File: src/sv/rcp_pkg.sv
// ----------------------------------------------------------------------------
// rcp_pkg
// Shared types and codes for the rectangle canvas painter.
// ----------------------------------------------------------------------------
package rcp_pkg;

  // Stream payload widths (bytes, zero padded)
  localparam int IN_DATA_W  = 136;
  localparam int OUT_DATA_W = 16;

  // Config port
  localparam int CFG_IDX_W  = 2;
  localparam int CFG_DATA_W = 9;
  localparam logic [CFG_IDX_W-1:0] CFG_CANVAS_WIDTH    = 2'd0;
  localparam logic [CFG_IDX_W-1:0] CFG_CANVAS_HEIGHT   = 2'd1;
  localparam logic [CFG_IDX_W-1:0] CFG_BACKGROUND_CHAR = 2'd2;

  // Reset values of the config registers
  localparam logic [8:0] CANVAS_SIDE_RST = 9'd1;
  localparam logic [7:0] BACKGROUND_RST  = 8'd32;

  // Ops
  localparam logic [1:0] OP_CLEAR = 2'd0;
  localparam logic [1:0] OP_DRAW  = 2'd1;
  localparam logic [1:0] OP_READ  = 2'd2;

  // Rectangle kinds
  localparam logic [7:0] KIND_OUTLINE = 8'h72;  // 'r'
  localparam logic [7:0] KIND_FILLED  = 8'h52;  // 'R'

  // Coordinate compare width: covers Q15.8 sums and pixel coordinates up to
  // 1023 << 16, signed.
  localparam int COORD_W = 28;

  typedef logic signed [COORD_W-1:0] coord_t;

  // Bounds of the rectangle along one axis
  typedef struct packed {
    coord_t lo;      // left/top edge
    coord_t hi;      // edge + size
    coord_t lo_one;  // lo + one unit
    coord_t hi_one;  // hi - one unit
  } axis_bounds_t;

  // Compare result along one axis
  typedef struct packed {
    logic in_span;
    logic on_edge;
  } axis_hit_t;

endpackage

File: src/sv/rcp_axis_cmp.sv
// ----------------------------------------------------------------------------
// rcp_axis_cmp
// Compare unit for one axis: inside the closed span, and within one unit
// of either edge.
// ----------------------------------------------------------------------------
module rcp_axis_cmp
  import rcp_pkg::*;
(
  input  axis_bounds_t bnd,
  input  coord_t       pos,
  output axis_hit_t    hit
);

  always_comb begin
    hit.in_span = (bnd.lo <= pos) && (pos <= bnd.hi);
    hit.on_edge = (pos < bnd.lo_one) || (pos > bnd.hi_one);
  end

endmodule

File: config.mk
export PLATFORM = sky130hd
export DESIGN_NAME = rcp_axis_cmp
export DESIGN_NICKNAME = d
export VERILOG_FILES = /design/src/sv/rcp_pkg.sv /design/src/sv/rcp_axis_cmp.sv
export SDC_FILE = /design/constraint.sdc
export NUM_CORES = 1
export LEC_CHECK = 0
export ABC_CLOCK_PERIOD_IN_PS = 2500
export BUFFER_PORTS_ARGS = -buffer_cell sky130_fd_sc_hd__buf_2
export CAP_MARGIN = 15
export CORE_AREA = 8 8 85 87
export DETAILED_ROUTE_END_ITERATION = 16
export DIE_AREA = 0 0 93 95
export PLACE_DENSITY = 0.93
export SLEW_MARGIN = 20
export SYNTH_ARGS = -nofsm -noshare
export SYNTH_HDL_FRONTEND = slang
export SYNTH_SLANG_ARGS = --single-unit
File: constraint.sdc
create_clock -name vclk -period 2.5
set_input_delay 0.125 -clock vclk [all_inputs]
set_output_delay 0.125 -clock vclk [all_outputs]
set_load 0.02 [all_outputs]
==> results.md, run 1 <==
- Result of the run: complete, no violations
- Quantity of hold-fixing buffers added after cts: 0
- Count of flip-flops and latches: 0
- Area growth from synthesis to final layout: 28.7%
- Post-CTS setup-driven buffer insertion count: 0
- Relative slew slack: 75.1%
- Crit Path Class: in -> out
- Via count of the first global-routing pass: 3464
- Total count of max-transition violations in the final report: 0
- Pleak: 2.37 nW
- Most common library cell in the layout ignoring fill and taps: sky130_fd_sc_hd__buf_2
- Number of antenna violations at the first check in global routing: 1
- Antenna diode count: 0
- Tot GR Track Use: 19.4%
- Via density per instance: between 5 and 6
- Worst hold slack: just under 0.9 ns
- Starting Density: 48.5%
- Kind of start point of the critical path: primary input
- Vias after detailed routing: ~3300
- Drt initial violations: 91
- Grt ovf: 0
- Clkbuf count: 0
- Detailed Route WL: 9080 um
- Worst Max-Slew Pin Slew: 0.371 ns
- Number of warnings reported in the yosys synthesis log: 0
- Router iterations before antenna repair: 4
- Setup Total Neg Slack: 0 ns
- Final min period: 2.40 ns
- Worst-case vdd ir drop: 0.0000818 V
- Die outline width: 93 um
- Share of layout cells above drive strength 1: 27.6%
- Instance count after placement with tap cells included: 611
- WL per Instance: between 10 and 15 um
- Synthesized netlist cell count: 394
- Crit-path max cell delay: 0.54 ns
- Source of the worst hold timing path: bnd[95]
- Die Footprint: 8840 um2
- Final Hold Viols: 0
- Required time worst endpoint: 2.38 ns
- Crit-path most repeated cell: sky130_fd_sc_hd__buf_2
- Fin nets: between 700 and 800
- Cell with the biggest individual delay on the critical path: sky130_fd_sc_hd__or4_1
- Highest routing layer actually used: met5
- WHS Path Cells: 6
- Post-place setup slack: roughly 0.10 ns
- Count of standard-cell rows: 28
- Count of unresolved DRC violations after routing: 0
- Number of top-level design ports: around 140
- Cts repair resizes: 0
- Crit path max fanout: 4
- Total met2 wirelength after detailed routing: 4560 um
- Type of destination of the critical path: primary output
- Register area: 0 um2
- Setup repair after global routing missed its margin: false
- Top achievable clock speed: ~420 MHz
- Final worst-path cycle share: 95.8%
- Count of input and output buffers: 142
- Synthesized netlist net count: 645
- Max cap viols: 0
- Non-Filler Instances: about 610
- Remaining antenna violation count after routing: 0
- Metal3 WL: 690 um
- Global-route wire length before repair: roughly 14000 um
- Sequential fraction of the synthesis area: 0%
- Worst min-delay path class: in -> out
- Netlist area before placement: 2820 um2
- Final weighted congestion in routability-driven placement: 0.878
- Kind of cell adding the most delay to the critical path: compound AO/OA/AOI/OAI gates
- Final setup viols: 0
- Std-Cell Core Area: slightly below 6000 um2
- Most used cells in the layout excluding fill and tap cells: sky130_fd_sc_hd__buf_2, sky130_fd_sc_hd__inv_1, sky130_fd_sc_hd__ha_1, sky130_fd_sc_hd__a21oi_1, sky130_fd_sc_hd__nand4_1
- Pwr per Cell Area: between 150 and 200 nW/um2
- Count of different cell masters after synthesis: 39
- End point of the most critical hold path: hit[1]
- Die height: 95 um
- Largest net degree at the start of global routing: 7
- Cells along the critical path: buf_2 > inv_1 > ha_1 > nand4_1 > or4_1 > o2111a_1 > a2bb2oi_1 > a211oi_1 > buf_2
- Endpoint arrival time on the critical path: 2.27 ns
- Syn Area/Cell: between 7 and 8 um2
- Final HPWL from detailed placement: around 8400 um
- Buffer and inverter count on the worst path: 3
- Met1 layer wirelength in the final routing: about 3800 um
- Worst Setup Slack, final: about 0.10 ns
[power breakdown]
part | switching, mW | total, mW | internal (mW)
sequential | 0 | 0 | 0
clock | 0 | 0 | 0
combinational | 0.291 | 0.562 | 0.271
total | 0.291 | 0.562 | 0.271
[routing by layer]
| metal | GRT usage, % | up-vias |
|---|---|---|
| met1 | 21.7 | 1462 |
| met4 | 1.61 | 2 |
| met3 | 3.41 | 8 |
| met2 | 38.3 | 134 |
| li1 | - | 1666 |
| met5 | 0 | - |
[stage by stage]
| step | util (%) | area (um2) | power, mW |
|---|---|---|---|
| 2_1_floorplan | - | 2820 | 0.327 |
| 3_3_place_gp | 62.3 | 3620 | 0.528 |
| 3_5_place_dp | 62.3 | 3620 | 0.558 |
| 4_1_cts | 62.3 | 3620 | 0.561 |
| 5_1_grt | 62.4 | 3630 | 0.643 |
| 6_report | 62.4 | 3630 | 0.562 |
[final cells by class]
class / count / area (um2)
repair buffers: 142 / 711
well taps: 75 / 93.8
multi-input cells: 283 / 2410
fillers: 556 / 2190
inverters: 111 / 417
[synthesized netlist by cell type, types with 2 or more instances]
cell | instances | area [um2]
sky130_fd_sc_hd__a211oi_1 | 5 | 37.5
sky130_fd_sc_hd__a21o_1 | 13 | 97.6
sky130_fd_sc_hd__a21oi_1 | 39 | 195
sky130_fd_sc_hd__a221o_1 | 2 | 20.0
sky130_fd_sc_hd__ha_1 | 111 | 1390
sky130_fd_sc_hd__inv_1 | 111 | 417
sky130_fd_sc_hd__nand2_1 | 18 | 67.6
sky130_fd_sc_hd__nand2b_1 | 3 | 18.8
sky130_fd_sc_hd__nand3_1 | 8 | 40.0
sky130_fd_sc_hd__nand4_1 | 19 | 119
sky130_fd_sc_hd__nor2_1 | 9 | 33.8
sky130_fd_sc_hd__nor2b_1 | 7 | 43.8
sky130_fd_sc_hd__nor3_1 | 6 | 30.0
sky130_fd_sc_hd__o211ai_1 | 2 | 15.0
sky130_fd_sc_hd__o21a_1 | 2 | 15.0
sky130_fd_sc_hd__o21ai_0 | 14 | 70.1
sky130_fd_sc_hd__o31ai_1 | 2 | 15.0
sky130_fd_sc_hd__or2_2 | 2 | 12.5
[worst max path at each step]
| stage | startpoint | to | slack (ns) | depth (start not counted) |
|---|---|---|---|---|
| 2_1_floorplan | bnd[17] | hit[0] | 0.25 | 8 |
| 3_3_place_gp | pos[23] | hit[1] | 0.14 | 9 |
| 3_5_place_dp | pos[23] | hit[1] | 0.10 | 9 |
| 4_1_cts | pos[23] | hit[1] | 0.10 | 9 |
| 5_1_grt | pos[23] | hit[1] | 0.02 | 9 |
| 6_report | pos[23] | hit[1] | 0.10 | 9 |
[kinds of logic after synthesis]
| kind of cell | count (synthesis) | synth area share (%) |
|---|---|---|
| fa+ha+maj | 111 | 49.3 |
| buf+inv | 111 | 14.8 |
| compound gates | 90 | 19.9 |
| simple gates | 80 | 15.3 |
| mux | 2 | 0.755 |
Note: power is estimated with default switching activity, not from simulation.
==> inputs of run 2 (changes only) <==
Settings changed: RECOVER_POWER set to 50.
==> run 2 against run 1 <==
Critical path type unchanged; design area unchanged; non-clock buffer count stayed put; highest routed layer unchanged; via count about the same.
==> results.md, run 2 (synthesized netlist as in run 1, its figures left out) <==
- Result of the run: complete, no violations
- Required time worst endpoint: about 2.4 ns
- Grt ovf: 0
- Post-place setup slack: 0.104 ns
- Worst Max-Slew Pin Slew: 0.371 ns
- Worst-case vdd ir drop: just over 0.00008 V
- Detailed Route WL: 9080 um
- Crit-path most repeated cell: sky130_fd_sc_hd__buf_2
- WHS Path Cells: 6
- Cts repair resizes: 0
- Met3 routing resource usage after global routing: around 3.4%
- Largest net degree at the start of global routing: 7
- Die height: about 95 um
- Final Hold Viols: 0
- Instance count after placement with tap cells included: around 610
- Std-Cell Core Area: 5820 um2
- Top achievable clock speed: 417 MHz
- Number of top-level design ports: 142
- Final setup viols: 0
- Remaining antenna violation count after routing: 0
- GRT Max-Usage Layer: met2
- Quantity of hold-fixing buffers added after cts: 0
- Final worst-path cycle share: 95.8%
- Post-CTS setup-driven buffer insertion count: 0
- Count of input and output buffers: ~140
- Die outline width: 93 um
- Via count of the first global-routing pass: about 3500
- Area growth from synthesis to final layout: 28.7%
- Count of standard-cell rows: 28
- Total count of max-transition violations in the final report: 0
- Final min period: 2.40 ns
- Relative slew slack: 75.1%
- Die Footprint: 8840 um2
- Pwr per Cell Area: 155 nW/um2
- Source of the worst hold timing path: bnd[95]
- Kind of start point of the critical path: primary input
- Router iterations before antenna repair: 4
- Max cap viols: 0
- Fin util: 62.4%
- Most used cells in the layout excluding fill and tap cells: sky130_fd_sc_hd__buf_2, sky130_fd_sc_hd__inv_1, sky130_fd_sc_hd__ha_1, sky130_fd_sc_hd__a21oi_1, sky130_fd_sc_hd__nand4_1
- Crit-path max cell delay: 0.54 ns
- Count of flip-flops and latches: 0
- Worst min-delay path class: in -> out
- Cells along the critical path: buf_2 > inv_1 > ha_1 > nand4_1 > or4_1 > o2111a_1 > a2bb2oi_1 > a211oi_1 > buf_2
- Endpoint arrival time on the critical path: 2.27 ns
- Fin nets: 789
- Antenna diode count: 0
- Filler cell count: 556
- Setup repair after global routing missed its margin: false
- Type of destination of the critical path: primary output
- Drt initial violations: between 90 and 100
- Tot GR Track Use: 19.4%
- End point of the most critical hold path: hit[1]
- Via density per instance: about 5.4
- Number of antenna violations at the first check in global routing: 1
- Share of layout cells above drive strength 1: 27.6%
- Crit Path Class: in -> out
- Most common library cell in the layout ignoring fill and taps: sky130_fd_sc_hd__buf_2
- Pleak: between 2 and 2.5 nW
- Setup Total Neg Slack: 0 ns
- Global-route wire length before repair: ~14000 um
- Final HPWL from detailed placement: 8440 um
- Register area: 0 um2
- Crit path max fanout: 4
- Met2 capacity usage during global routing: 38.3%
- Non-Filler Instances: 611
- Count of unresolved DRC violations after routing: 0
- Cell with the biggest individual delay on the critical path: sky130_fd_sc_hd__or4_1
- Final weighted congestion in routability-driven placement: between 0.8 and 0.9
- Vias after detailed routing: 3274
- WL per Instance: 14.9 um
- Clkbuf count: 0
- Starting Density: 48.5%
- Met1 Usage GRT: between 20% and 30%
- Worst Setup Slack, final: 0.104 ns
[run 2: cell types whose count changed in the layout (fill, tap and decap cells not counted), sizes merged]
cell,previous run,this run
buf,142,141
clkbuf,0,1
[run 2: final cells by class]
class | instances | area (um2) | share of cell area, %
Timing Repair Buffer | 142 | 711 | 19.6
Inverter | 111 | 417 | 11.5
Multi-Input combinational cell | 283 | 2410 | 66.3
Tap cell | 75 | 93.8 | 2.59
[run 2: how the worst max path moves through the flow]
stage                       start      to
after floorplan           bnd[17]  hit[0]
after global placement    pos[23]  hit[1]
after global routing      pos[23]  hit[1]
after detailed placement  pos[23]  hit[1]
final                     pos[23]  hit[1]
after CTS                 pos[23]  hit[1]
[run 2: metal layers]
layer | vias up | share of wire [%]
met2 | 134 | 50
li1 | 1667 | -
met1 | 1463 | 41
met3 | 8 | 7.6
met5 | - | 0.088
met4 | 2 | 0.63
[run 2: critical path, delay by kind of cell]
kind | cells | cell delay [ns]
adder cells (fa/ha/maj) | 1 | 0.31
AO/OA/AOI/OAI | 3 | 0.74
AND/OR/NAND/NOR | 2 | 0.68
buffers and inverters | 3 | 0.41
[run 2: where the power goes]
group	total (mW)	internal [mW]	switching, mW
clock network	0	0	0
registers	0	0	0
logic	0.562	0.271	0.291
total	0.562	0.271	0.291
[run 2: metrics by stage]
stage	instance area (um2)	hold WS [ns]	power, mW
after floorplan	2820	0.649	0.327
after global placement	3620	0.917	0.528
after detailed placement	3620	0.879	0.558
final	3630	0.893	0.562
after global routing	3630	0.908	0.643
after CTS	3620	0.886	0.561
